### src/rtl/bvp_pkg.sv
package bvp_pkg;

  localparam int unsigned DEF_PLANE_BYTES = 16384;
  localparam int unsigned DEF_CRTC_COUNT  = 18;
  localparam int unsigned DEF_BANK_COUNT  = 2;

  localparam logic [1:0] KIND_WRITE  = 2'd0;
  localparam logic [1:0] KIND_READ   = 2'd1;
  localparam logic [1:0] KIND_SIGNAL = 2'd2;

  localparam logic [1:0]  REGION_IO       = 2'd0;
  localparam logic [15:0] ADDR_BANK_SEL   = 16'h1fd0;
  localparam logic [15:0] CRTC_PORT_MASK  = 16'hff0f;
  localparam logic [15:0] CRTC_INDEX_PORT = 16'h1800;
  localparam logic [15:0] CRTC_DATA_PORT  = 16'h1801;

  localparam int unsigned CRTC_R_VTOTAL = 4;
  localparam int unsigned CRTC_R_VADJ   = 5;
  localparam int unsigned CRTC_R_RASTER = 9;
  localparam logic [12:0] HIRES_LINES   = 13'd400;

  localparam int unsigned BIT_BANK   = 4;
  localparam int unsigned BIT_LEVEL  = 5;
  localparam int unsigned BIT_COLUMN = 6;

  typedef struct packed {
    logic [1:0]  kind;
    logic [15:0] bus_address;
    logic [7:0]  bus_data;
  } req_t;

  typedef struct packed {
    logic [7:0] read_data;
    logic       vram_hit;
    logic       multi_mode;
    logic       hires_flag;
    logic       wide_columns;
  } rsp_t;

  typedef struct packed {
    logic clear;
    logic latch;
    logic exec;
    logic calc;
  } dp_cmd_t;

  typedef struct packed {
    logic clear_last;
  } dp_status_t;

  typedef enum logic [4:0] {
    ST_CLEAR = 5'b00001,
    ST_IDLE  = 5'b00010,
    ST_EXEC  = 5'b00100,
    ST_CALC  = 5'b01000,
    ST_DONE  = 5'b10000
  } state_e;

endpackage

### src/rtl/bvp_ctrl.sv
module bvp_ctrl import bvp_pkg::*; (
  input  logic       clk_i,
  input  logic       rst_ni,
  input  logic       start_i,
  input  dp_status_t status_i,
  output dp_cmd_t    cmd_o,
  output logic       busy_o,
  output logic       valid_o
);

  state_e state_q, state_d;

  always_comb begin
    state_d = state_q;
    cmd_o   = '0;
    case (state_q)
      ST_CLEAR: begin
        cmd_o.clear = 1'b1;
        if (status_i.clear_last) begin
          state_d = ST_IDLE;
        end
      end
      ST_IDLE: begin
        if (start_i) begin
          cmd_o.latch = 1'b1;
          state_d     = ST_EXEC;
        end
      end
      ST_EXEC: begin
        cmd_o.exec = 1'b1;
        state_d    = ST_CALC;
      end
      ST_CALC: begin
        cmd_o.calc = 1'b1;
        state_d    = ST_DONE;
      end
      ST_DONE: begin
        state_d = ST_IDLE;
      end
      default: begin
        state_d = ST_CLEAR;
      end
    endcase
  end

  always_ff @(posedge clk_i or negedge rst_ni) begin
    if (!rst_ni) begin
      state_q <= ST_CLEAR;
    end else begin
      state_q <= state_d;
    end
  end

  assign busy_o  = (state_q != ST_IDLE);
  assign valid_o = (state_q == ST_DONE);

endmodule

### config.mk
export PLATFORM = sky130hd
export DESIGN_NAME = bvp_ctrl
export DESIGN_NICKNAME = d
export VERILOG_FILES = /design/src/rtl/bvp_pkg.sv /design/src/rtl/bvp_ctrl.sv
export SDC_FILE = /design/constraint.sdc
export NUM_CORES = 1
export LEC_CHECK = 0
export ABC_AREA = 1
export BUFFER_PORTS_ARGS = -buffer_cell sky130_fd_sc_hd__buf_2
export CORE_AREA = 2 2 39 41
export DETAILED_ROUTE_END_ITERATION = 12
export DIE_AREA = 0 0 41 43
export GPL_TIMING_DRIVEN = 0
export PLACE_DENSITY_LB_ADDON = 0.1
export SLEW_MARGIN = 40
export SYNTH_ARGS = -nofsm -noshare
export SYNTH_HDL_FRONTEND = slang
export SYNTH_SLANG_ARGS = --single-unit
### constraint.sdc
create_clock -name clk_i -period 1.4 [get_ports clk_i]
set_input_delay 0.07 -clock clk_i [delete_from_list [all_inputs] [get_ports clk_i]]
set_output_delay 0.07 -clock clk_i [all_outputs]
set_load 0.005 [all_outputs]
==> qor.txt, run 1 <==
status -> completed
class of the worst hold path -> primary input to flop
pin count of the biggest net entering global routing -> 6
GP Congestion -> 0.5944
worst skew pair latency -> 0.23 ns
Slew HR -> 82.63%
pre-CTS setup slack -> 0.1651 ns
Max FO, Critical Path -> 3
Post-Synthesis Cells -> 37
number of max-cap violations -> 0
Worst EP arrival -> 1.29 ns
yosys synthesis warning count -> 0
DR WL/cell -> 8.806 um
Max Buffers Root-to-Sink -> 2
dpl cell area -> 385.4 um2
hold_ws -> 0.1566 ns
fillers -> 148
core area -> 1384 um2
most frequent cells in the layout -> buf_2, nor2_1, nor2_4
FF+latch count, synth -> 5
Netlist cell types -> 14
DRC viols -> 0
dpl cells -> 62
Max Fclk -> 0.7341 GHz
Worst-path clk slew -> 0.04 ns
post-detail-place hpwl -> 503.3 um
via/cell ratio -> 3.875
share of cells above drive strength 1 -> 60.71%
chip width -> 41 um
worst path cell trace -> inv_4 -> nor2_4 -> nand3_2 -> nor2_4 -> nor3_2 -> buf_2
initial antenna violation count -> 0
mean post-synth cell area -> 8.657 um2
# H-tree levels -> 1
commonest non-fill, non-tap cell in the layout -> buf_2
first-pass GRT wire length -> 1041 um
vias in the first global route -> 252
io pins -> 10
max reg flops -> 5
min cycle time layout -> 1.362 ns
GRT overflow -> 0
drt initial violations -> 2
WL final -> 634 um
Area growth, synth to finish -> 50.78%
Req. time, crit path -> 1.33 ns
CTS tree -> built
largest registers -> state_q (5)
max-slew violations -> 0
largest cells by area after synthesis -> dfrtp_1, nor2_4, dfstp_2, nor2_1, nor2_2
Final Worst Setup Slack -> 0.03787 ns
Leakage -> 0.2417 nW
critical path's most frequent cell -> nor2_4
RSZ-0062 raised after global routing -> true
final setup violating endpoints -> 0
die area -> 1763 um2
Yosys top cell by area -> dfrtp_1
FF-to-FF setup slack -> 0.13 ns
Biggest register -> state_q
drt pass-1 iters -> 4
Initial Utilization -> 23.15%
worst-margin pin slew -> 0.2606 ns
worst vdd ir -> 0.6653 mV
# port buffers -> 9
Final nets -> 61
post-route cell area -> 483.0 um2
top-area cell type share of the netlist area -> 31.25%
count of clock tree sinks -> 5
row count -> 14
Worst Skew -> 0.0006483 ns
via count -> 279
fin crit share -> 97.29%
synthesized area -> 320.3 um2
pwr dens -> 2051 nW/um2
root buffer cell -> clkbuf_4
final-report hold violation count -> 0
Synth Net Count -> 41
number of antenna-violating nets in the routed design -> 0
CP Launch Type -> flop
Num CTS Buffers -> 3
DIE HEIGHT -> 43 um
CP max stage delay -> 0.55 ns
Total Routing Usage GR -> 9.201%
CP max-delay cell -> dfstp_2
register area share after synthesis -> 39.45%
CP Capture Type -> primary output
Layout Cells excl Fill -> 72
kind of critical path -> flop to primary output
# diodes -> 0
==> area by class of cell <==
class                   count  area (um2)  share of cell area [%]
repair buffers             15       96.34                   19.95
multi-input cells          26       188.9                   39.12
well taps                  16       20.02                   4.145
clock buffers               4       26.28                   5.440
flip-flops and latches      5       126.4                   26.17
inverters                   6       25.02                   5.181
==> per-stage QoR <==
stage | setup TNS [ns] | util (%) | total power [mW]
after floorplan | 0 | - | 0.5725
after global placement | 0 | 27.85 | 0.6691
after detailed placement | 0 | 27.85 | 0.6778
after CTS | -0.006105 | 33.18 | 0.9515
after global routing | -0.04973 | 34.90 | 1.067
final | 0 | 34.90 | 0.9907
==> path summary, 6_finish.rpt <==
check,end,start,depth (start not counted)
max in group asynchronous,state_q[0]$_DFFE_PN1P_,rst_ni,2
worst max-delay path,cmd_o[2],state_q[0]$_DFFE_PN1P_,6
worst max register to register,state_q[2]$_DFFE_PN0P_,state_q[0]$_DFFE_PN1P_,7
min in group asynchronous,state_q[1]$_DFFE_PN0P_,rst_ni,2
worst min register to register,state_q[4]$_DFFE_PN0P_,state_q[3]$_DFFE_PN0P_,2
worst min-delay path,state_q[1]$_DFFE_PN0P_,start_i,4
==> synthesized netlist by cell type <==
cell type  instances
nor3_1             2
dfrtp_1            4
or2_4              1
nand2_4            1
nand2_1            4
nand3_1            2
inv_1              4
inv_2              2
nand4_4            1
dfstp_2            1
nand3_2            1
nor2_1             7
nor2_2             4
nor2_4             3
==> timing repair <==
item / CTS / global route
setup buffers: 4 / 1
endpoints found under the hold margin: 5 / 0
pin swaps: 3 / 4
setup endpoints to repair: 1 / 2
hold buffers: 1 / 0
gates resized for setup: 3 / 4
==> critical path, delay by kind of cell, from the launching register on <==
family	cells	cell delay (ns)
DFF	1	0.55
and+or+nand+nor	4	0.33
buffers and inverters	2	0.17
==> power breakdown <==
part | internal, mW | switching, mW
registers | 0.200 | 0.0621
logic | 0.271 | 0.297
clock network | 0.107 | 0.0536
total | 0.578 | 0.412
==> metal layers <==
layer  share of wire [%]  vias up  global-route usage [%]  wire (um)
li1                    -      152                       -          -
met1                  43      121                   11.18        273
met2                  51        6                   13.13        326
met3                 5.5        0                   3.141         35
met4                   0        0                   6.000          0
met5                   0        -                       0          0
==> logic make-up (layout without fill, tap and decap cells) <==
logic type / after synthesis / after routing / share of synthesized area [%]
flops: 5 / 5 / 39.46
simple gates: 26 / 26 / 53.51
buf+inv: 6 / 25 / 7.031
(Power assumes the default switching activity.)
==> run 2, diff against run 1 <==
- ABC_CLOCK_PERIOD_IN_PS: unset -> 1400
- BUFFER_PORTS_ARGS: -buffer_cell sky130_fd_sc_hd__buf_2 -> -buffer_cell sky130_fd_sc_hd__buf_4
- SKIP_LAST_GASP: unset -> 1
==> qor.txt, run 2 (synthesized netlist as in run 1, its figures left out) <==
Biggest register -> state_q
P_sw -> 0.4376 mW (+6.1%)
class of the worst hold path -> primary input to flop
GP Congestion -> 0.6019 (+1.3%)
most frequent cells in the layout -> buf_4, nor2_1, nor2_4
io pins -> 10 (unchanged)
Clock power frac -> 14.8% (-1.4 points)
worst skew pair latency -> 0.24 ns (about the same)
row count -> 14 (unchanged)
hold_ws -> 0.1567 ns (+0.00009600 ns)
Layout Cells excl Fill -> 76 (+5.6%)
kind of critical path -> flop to primary output
Worst R2R Path Depth -> 9 (+2)
worst path cell trace -> nor2_4 -> nand4_4 -> nor2_4 -> nor3_2 -> buf_4
Area growth, synth to finish -> 67.97%
Max Buffers Root-to-Sink -> 2 (unchanged)
Total Routing Usage GR -> 9.899% (+0.70 points)
Slew HR -> 83.07% (+0.44 points)
DR WL/cell -> 9.789 um (+11%)
count of clock tree sinks -> 5 (unchanged)
RSZ-0062 raised after global routing -> true
vias in the first global route -> 271 (+7.5%)
share of cells above drive strength 1 -> 65.00% (+4.3 points)
number of max-cap violations -> 0 (unchanged)
# diodes -> 0 (unchanged)
drt pass-1 iters -> 1 (-3)
post-detail-place hpwl -> 536.3 um (+6.6%)
Worst Skew -> 0.001623 ns (+0.0009748 ns)
via count -> 298 (+6.8%)
Final Worst Setup Slack -> 0.03496 ns (-0.002917 ns)
Final nets -> 65 (+6.6%)
commonest non-fill, non-tap cell in the layout -> buf_4
largest registers -> state_q (5)
status -> completed
GRT met3 Usage -> 4.712% (+1.6 points)
GR peak layer -> met2
DRC viols -> 0 (unchanged)
CP Launch Type -> flop
# H-tree levels -> 1 (unchanged)
min cycle time layout -> 1.365 ns (+0.002917 ns)
via/cell ratio -> 3.921 (+1.2%)
met1 usage -> 10.49% (-0.69 points)
core area -> 1384 um2 (unchanged)
pwr dens -> 2042 nW/um2 (-0.47%)
CP max stage delay -> 0.41 ns (-0.14 ns)
P_int -> 0.6609 mW (+14%)
register share of total power -> 23.7% (-2.8 points)
worst vdd ir -> 0.8308 mV (+25%)
Leakage -> 0.2614 nW (+8.2%)
CP Capture Type -> primary output
Max Fclk -> 0.7326 GHz (-0.21%)
root buffer cell -> clkbuf_4
CTS tree -> built
Worst EP arrival -> 1.30 ns (about the same)
CP max-delay cell -> dfrtp_1
final-report hold violation count -> 0 (unchanged)
drt initial violations -> 0 (-2)
worst hold path stage count -> 3 (-1)
GRT overflow -> 0 (unchanged)
chip width -> 41 um (unchanged)
Sw Share -> 39.84% (-1.8 points)
initial antenna violation count -> 0 (unchanged)
Req. time, crit path -> 1.33 ns (about the same)
Worst-path clk slew -> 0.04 ns (about the same)
final setup violating endpoints -> 0 (unchanged)
post-route cell area -> 538.0 um2 (+11%)
Initial Utilization -> 23.15% (unchanged)
dpl cell area -> 407.9 um2 (+5.8%)
number of antenna-violating nets in the routed design -> 0 (unchanged)
# port buffers -> 9 (unchanged)
Comb pwr share -> 61.5% (+4.2 points)
fin crit share -> 97.50% (+0.21 points)
dpl cells -> 62 (unchanged)
pin count of the biggest net entering global routing -> 6 (unchanged)
Max FO, Critical Path -> 3 (unchanged)
pre-CTS setup slack -> 0.1571 ns (-0.008004 ns)
die area -> 1763 um2 (unchanged)
routing usage on met2 -> 15.00% (+1.9 points)
Num CTS Buffers -> 3 (unchanged)
max-slew violations -> 0 (unchanged)
WL final -> 744 um (+17%)
max reg flops -> 5 (unchanged)
first-pass GRT wire length -> 1069 um (+2.7%)
DIE HEIGHT -> 43 um (unchanged)
critical path's most frequent cell -> nor2_4
worst-margin pin slew -> 0.2540 ns (-0.006542 ns)
run 2: metrics by stage:
step                      utilization, %  power [mW]   TNS, ns
after detailed placement           29.48      0.7059         0
after CTS                          34.81      0.9941  -0.03066
after global placement             29.48      0.6984         0
after floorplan                        -      0.5725         0
after global routing               38.88       1.182  -0.05380
final                              38.88       1.098         0
run 2: layout make-up:
class                   count  area (um2)
clock buffers               4       26.28
fillers                   146       845.8
inverters                   6       25.02
multi-input cells          26       191.4
flip-flops and latches      5       126.4
well taps                  16       20.02
repair buffers             19       148.9
run 2: worst max-delay path, delay by kind of cell (launching register included):
kind                   cells  cell delay, ns
and+or+nand+nor            4            0.52
DFF                        1            0.41
buffers and inverters      1            0.13
run 2: repair_timing:
item | 4_1_cts | 5_1_grt
pin swaps | 3 | 4
hold buffers | 1 | 0
cloned | 0 | 0
endpoints found under the setup margin | 1 | 4
endpoints found under the hold margin | 5 | 0
buffers inserted | 4 | 5
resized for setup | 3 | 5
run 2: routing by layer:
layer / up-vias / wire length, um
li1: 159 / -
met1: 131 / 264
met2: 6 / 434
met3: 2 / 42
met4: 0 / 4
met5: - / 0
run 2: path summary, 6_finish.rpt:
path	from	endpoint	slack, ns
max	state_q[3]$_DFFE_PN0P_	cmd_o[2]	0.03
min	start_i	state_q[2]$_DFFE_PN0P_	0.16
max reg2reg	state_q[0]$_DFFE_PN1P_	state_q[0]$_DFFE_PN1P_	0.08
min reg2reg	state_q[2]$_DFFE_PN0P_	state_q[4]$_DFFE_PN0P_	0.61
max in group asynchronous	rst_ni	state_q[0]$_DFFE_PN1P_	1.03
min in group asynchronous	rst_ni	state_q[2]$_DFFE_PN0P_	0.18
run 2: power groups by stage:
stage               Combinational [mW]  Sequential [mW]  Clock, mW
floorplan                        0.329            0.243          0
global placement                 0.448            0.250          0
detailed placement               0.456            0.250          0
CTS                              0.574            0.250      0.170
global route                     0.737            0.267      0.178
finish                           0.675            0.261      0.163
==> run 3, diff against run 2 <==
- ABC_AREA: 1 -> unset
==> qor.txt, run 3 <==
top-area cell type share of the netlist area -> 34.19% (+2.9 points)
via count -> 263 (-12%)
final setup violating endpoints -> 0 (unchanged)
pwr dens -> 1523 nW/um2 (-25%)
DRC viols -> 0 (unchanged)
root buffer cell -> clkbuf_4
Post-Synthesis Cells -> 27 (-27%)
CP max stage delay -> 0.44 ns (+0.03 ns)
count of clock tree sinks -> 5 (unchanged)
dominant synthesized flop cell -> dfrtp_1
CP max-delay cell -> dfrtp_2
min cycle time layout -> 1.334 ns (-0.03127 ns)
initial antenna violation count -> 0 (unchanged)
met1 usage -> 12.70% (+2.2 points)
Num CTS Buffers -> 3 (unchanged)
share of cells above drive strength 1 -> 57.14% (-7.9 points)
GRT overflow -> 0 (unchanged)
Max Fclk -> 0.7498 GHz (+2.3%)
row count -> 14 (unchanged)
drt pass-1 iters -> 3 (+2)
GR peak layer -> met1
class of the worst hold path -> primary input to flop
Biggest register -> state_q
post-route cell area -> 441.7 um2 (-18%)
CP Capture Type -> primary output
Post-synth ARST share -> 100.0% (unchanged)
CTS tree -> built
Yosys top cell by area -> dfrtp_1
# diodes -> 0 (unchanged)
Worst EP arrival -> 1.26 ns (-0.04 ns)
vias in the first global route -> 254 (-6.3%)
Worst Skew -> 0.01045 ns (+0.008830 ns)
number of antenna-violating nets in the routed design -> 0 (unchanged)
Max Buffers Root-to-Sink -> 2 (unchanged)
CP bufs+invs -> 1 (unchanged)
Slew HR -> 80.14% (-2.9 points)
commonest non-fill, non-tap cell in the layout -> buf_4
Total Routing Usage GR -> 9.476% (-0.42 points)
synthesized area -> 292.8 um2 (-8.6%)
Final Power -> 0.6728 mW (-39%)
Area growth, synth to finish -> 50.85%
chip width -> 41 um (unchanged)
Final Worst Setup Slack -> 0.06623 ns (+0.03127 ns)
Leakage -> 0.1974 nW (-25%)
GRT met3 Usage -> 7.853% (+3.1 points)
max reg flops -> 5 (unchanged)
most frequent cells in the layout -> buf_4, clkbuf_4, dfrtp_2
pre-CTS setup slack -> 0.2068 ns (+0.04969 ns)
Largest delay share family, worst path -> flip-flops
mean post-synth cell area -> 10.84 um2 (+25%)
Initial Utilization -> 21.16% (-2.0 points)
pin count of the biggest net entering global routing -> 8 (+2)
Post-synth EDFFs -> 0 (unchanged)
worst vdd ir -> 0.4311 mV (-48%)
most common cell in the synthesized netlist -> dfrtp_1
post-detail-place hpwl -> 475.4 um (-11%)
largest cells by area after synthesis -> dfrtp_1, dfstp_2, nor4b_4, a211oi_2, and3_1
Req. time, crit path -> 1.33 ns (about the same)
largest registers -> state_q (5)
worst-margin pin slew -> 0.2959 ns (+0.04192 ns)
first-pass GRT wire length -> 1062 um (-0.65%)
worst skew pair latency -> 0.25 ns (about the same)
yosys synthesis warning count -> 0 (unchanged)
final-report hold violation count -> 0 (unchanged)
dpl cell area -> 380.4 um2 (-6.7%)
WL final -> 699 um (-6.0%)
GP Congestion -> 0.6870 (+14%)
Final nets -> 47 (-28%)
DR WL/cell -> 12.05 um (+23%)
drt initial violations -> 1 (+1)
FF+latch count, synth -> 5 (unchanged)
via/cell ratio -> 4.534 (+16%)
max-slew violations -> 0 (unchanged)
fin crit share -> 95.27% (-2.2 points)
routing usage on met2 -> 11.56% (-3.4 points)
CP Launch Type -> flop
# port buffers -> 9 (unchanged)
Synth Net Count -> 31 (-24%)
Max FO, Critical Path -> 6 (+3)
fillers -> 154 (+5.5%)
Netlist cell types -> 21 (+7)
register area share after synthesis -> 43.16% (+3.7 points)
die area -> 1763 um2 (unchanged)
# H-tree levels -> 1 (unchanged)
core area -> 1384 um2 (unchanged)
synth cell count leaders -> dfrtp_1, and3_1, nand2_1, nor3_1
number of max-cap violations -> 0 (unchanged)
status -> completed
kind of critical path -> flop to primary output
DIE HEIGHT -> 43 um (unchanged)
Worst-path clk slew -> 0.05 ns (about the same)
worst path cell trace -> nor2_4 -> nor4b_4 -> buf_4
io pins -> 10 (unchanged)
[run 3: cell types whose count changed after synthesis, sizes merged, moves of 2 or more]
cell	delta
nand3	-3
and4	+2
and3	+2
nand2	-3
inv	-4
nor2	-13
[run 3: worst paths after layout]
kind / to / start / cells past startpoint / slack, ns
worst max-delay path: valid_o / state_q[1]$_DFFE_PN0P_ / 3 / 0.07
worst min-delay path: state_q[2]$_DFFE_PN0P_ / start_i / 2 / 0.09
worst max register to register: state_q[0]$_DFFE_PN1P_ / state_q[0]$_DFFE_PN1P_ / 3 / 0.16
worst min register to register: state_q[4]$_DFFE_PN0P_ / state_q[4]$_DFFE_PN0P_ / 1 / 0.52
max in group asynchronous: state_q[0]$_DFFE_PN1P_ / rst_ni / 2 / 1.03
min in group asynchronous: state_q[4]$_DFFE_PN0P_ / rst_ni / 2 / 0.16
[run 3: kinds of logic (layout without fill, tap and decap cells)]
family	after synthesis	after routing	share of synthesized area (%)
compound gates	5	5	14.10
buf+inv	2	17	2.562
flops	5	5	43.17
simple gates	15	15	40.17
[run 3: metrics by stage]
stage	hold slack, ns	utilization (%)	instances	TNS, ns
final	0.08861	31.92	58	0
after global routing	0.08384	31.92	58	-0.0006773
after CTS	0.08088	30.74	57	-0.005960
after detailed placement	-0.1236	27.49	52	0
after global placement	-0.1238	27.49	52	0
after floorplan	-0.2256	-	27	0
[run 3: metal layers]
metal,part of all wire [%],vias to the layer above
met2,42,9
li1,-,131
met5,0,-
met3,8.4,0
met1,49,123
met4,0,0
[run 3: repair_timing]
item	in CTS	in global routing
gates cloned	0	0
gates resized for setup	2	4
hold buffers	1	0
pin swaps	0	2
buffers inserted	0	1
setup endpoints to repair	3	3
hold endpoints to repair	5	0
[run 3: layout make-up]
class	count	area, um2	share of cell area (%)
flip-flops and latches	5	130.1	29.46
clock buffers	4	26.28	5.949
multi-input cells	20	172.7	39.09
repair buffers	11	85.08	19.26
inverters	2	7.507	1.700
well taps	16	20.02	4.533
[run 3: worst register-to-register path, delay by kind of cell (launching register included)]
family | cells | cell delay [ns]
AO/OA/AOI/OAI | 2 | 0.45
flip-flops | 1 | 0.59
AND/OR/NAND/NOR | 1 | 0.11
[run 3: power by group]
group / total [mW] / internal (mW) / switching, mW
combinational: 0.243 / 0.152 / 0.0905
sequential: 0.256 / 0.191 / 0.0647
clock: 0.174 / 0.108 / 0.0661
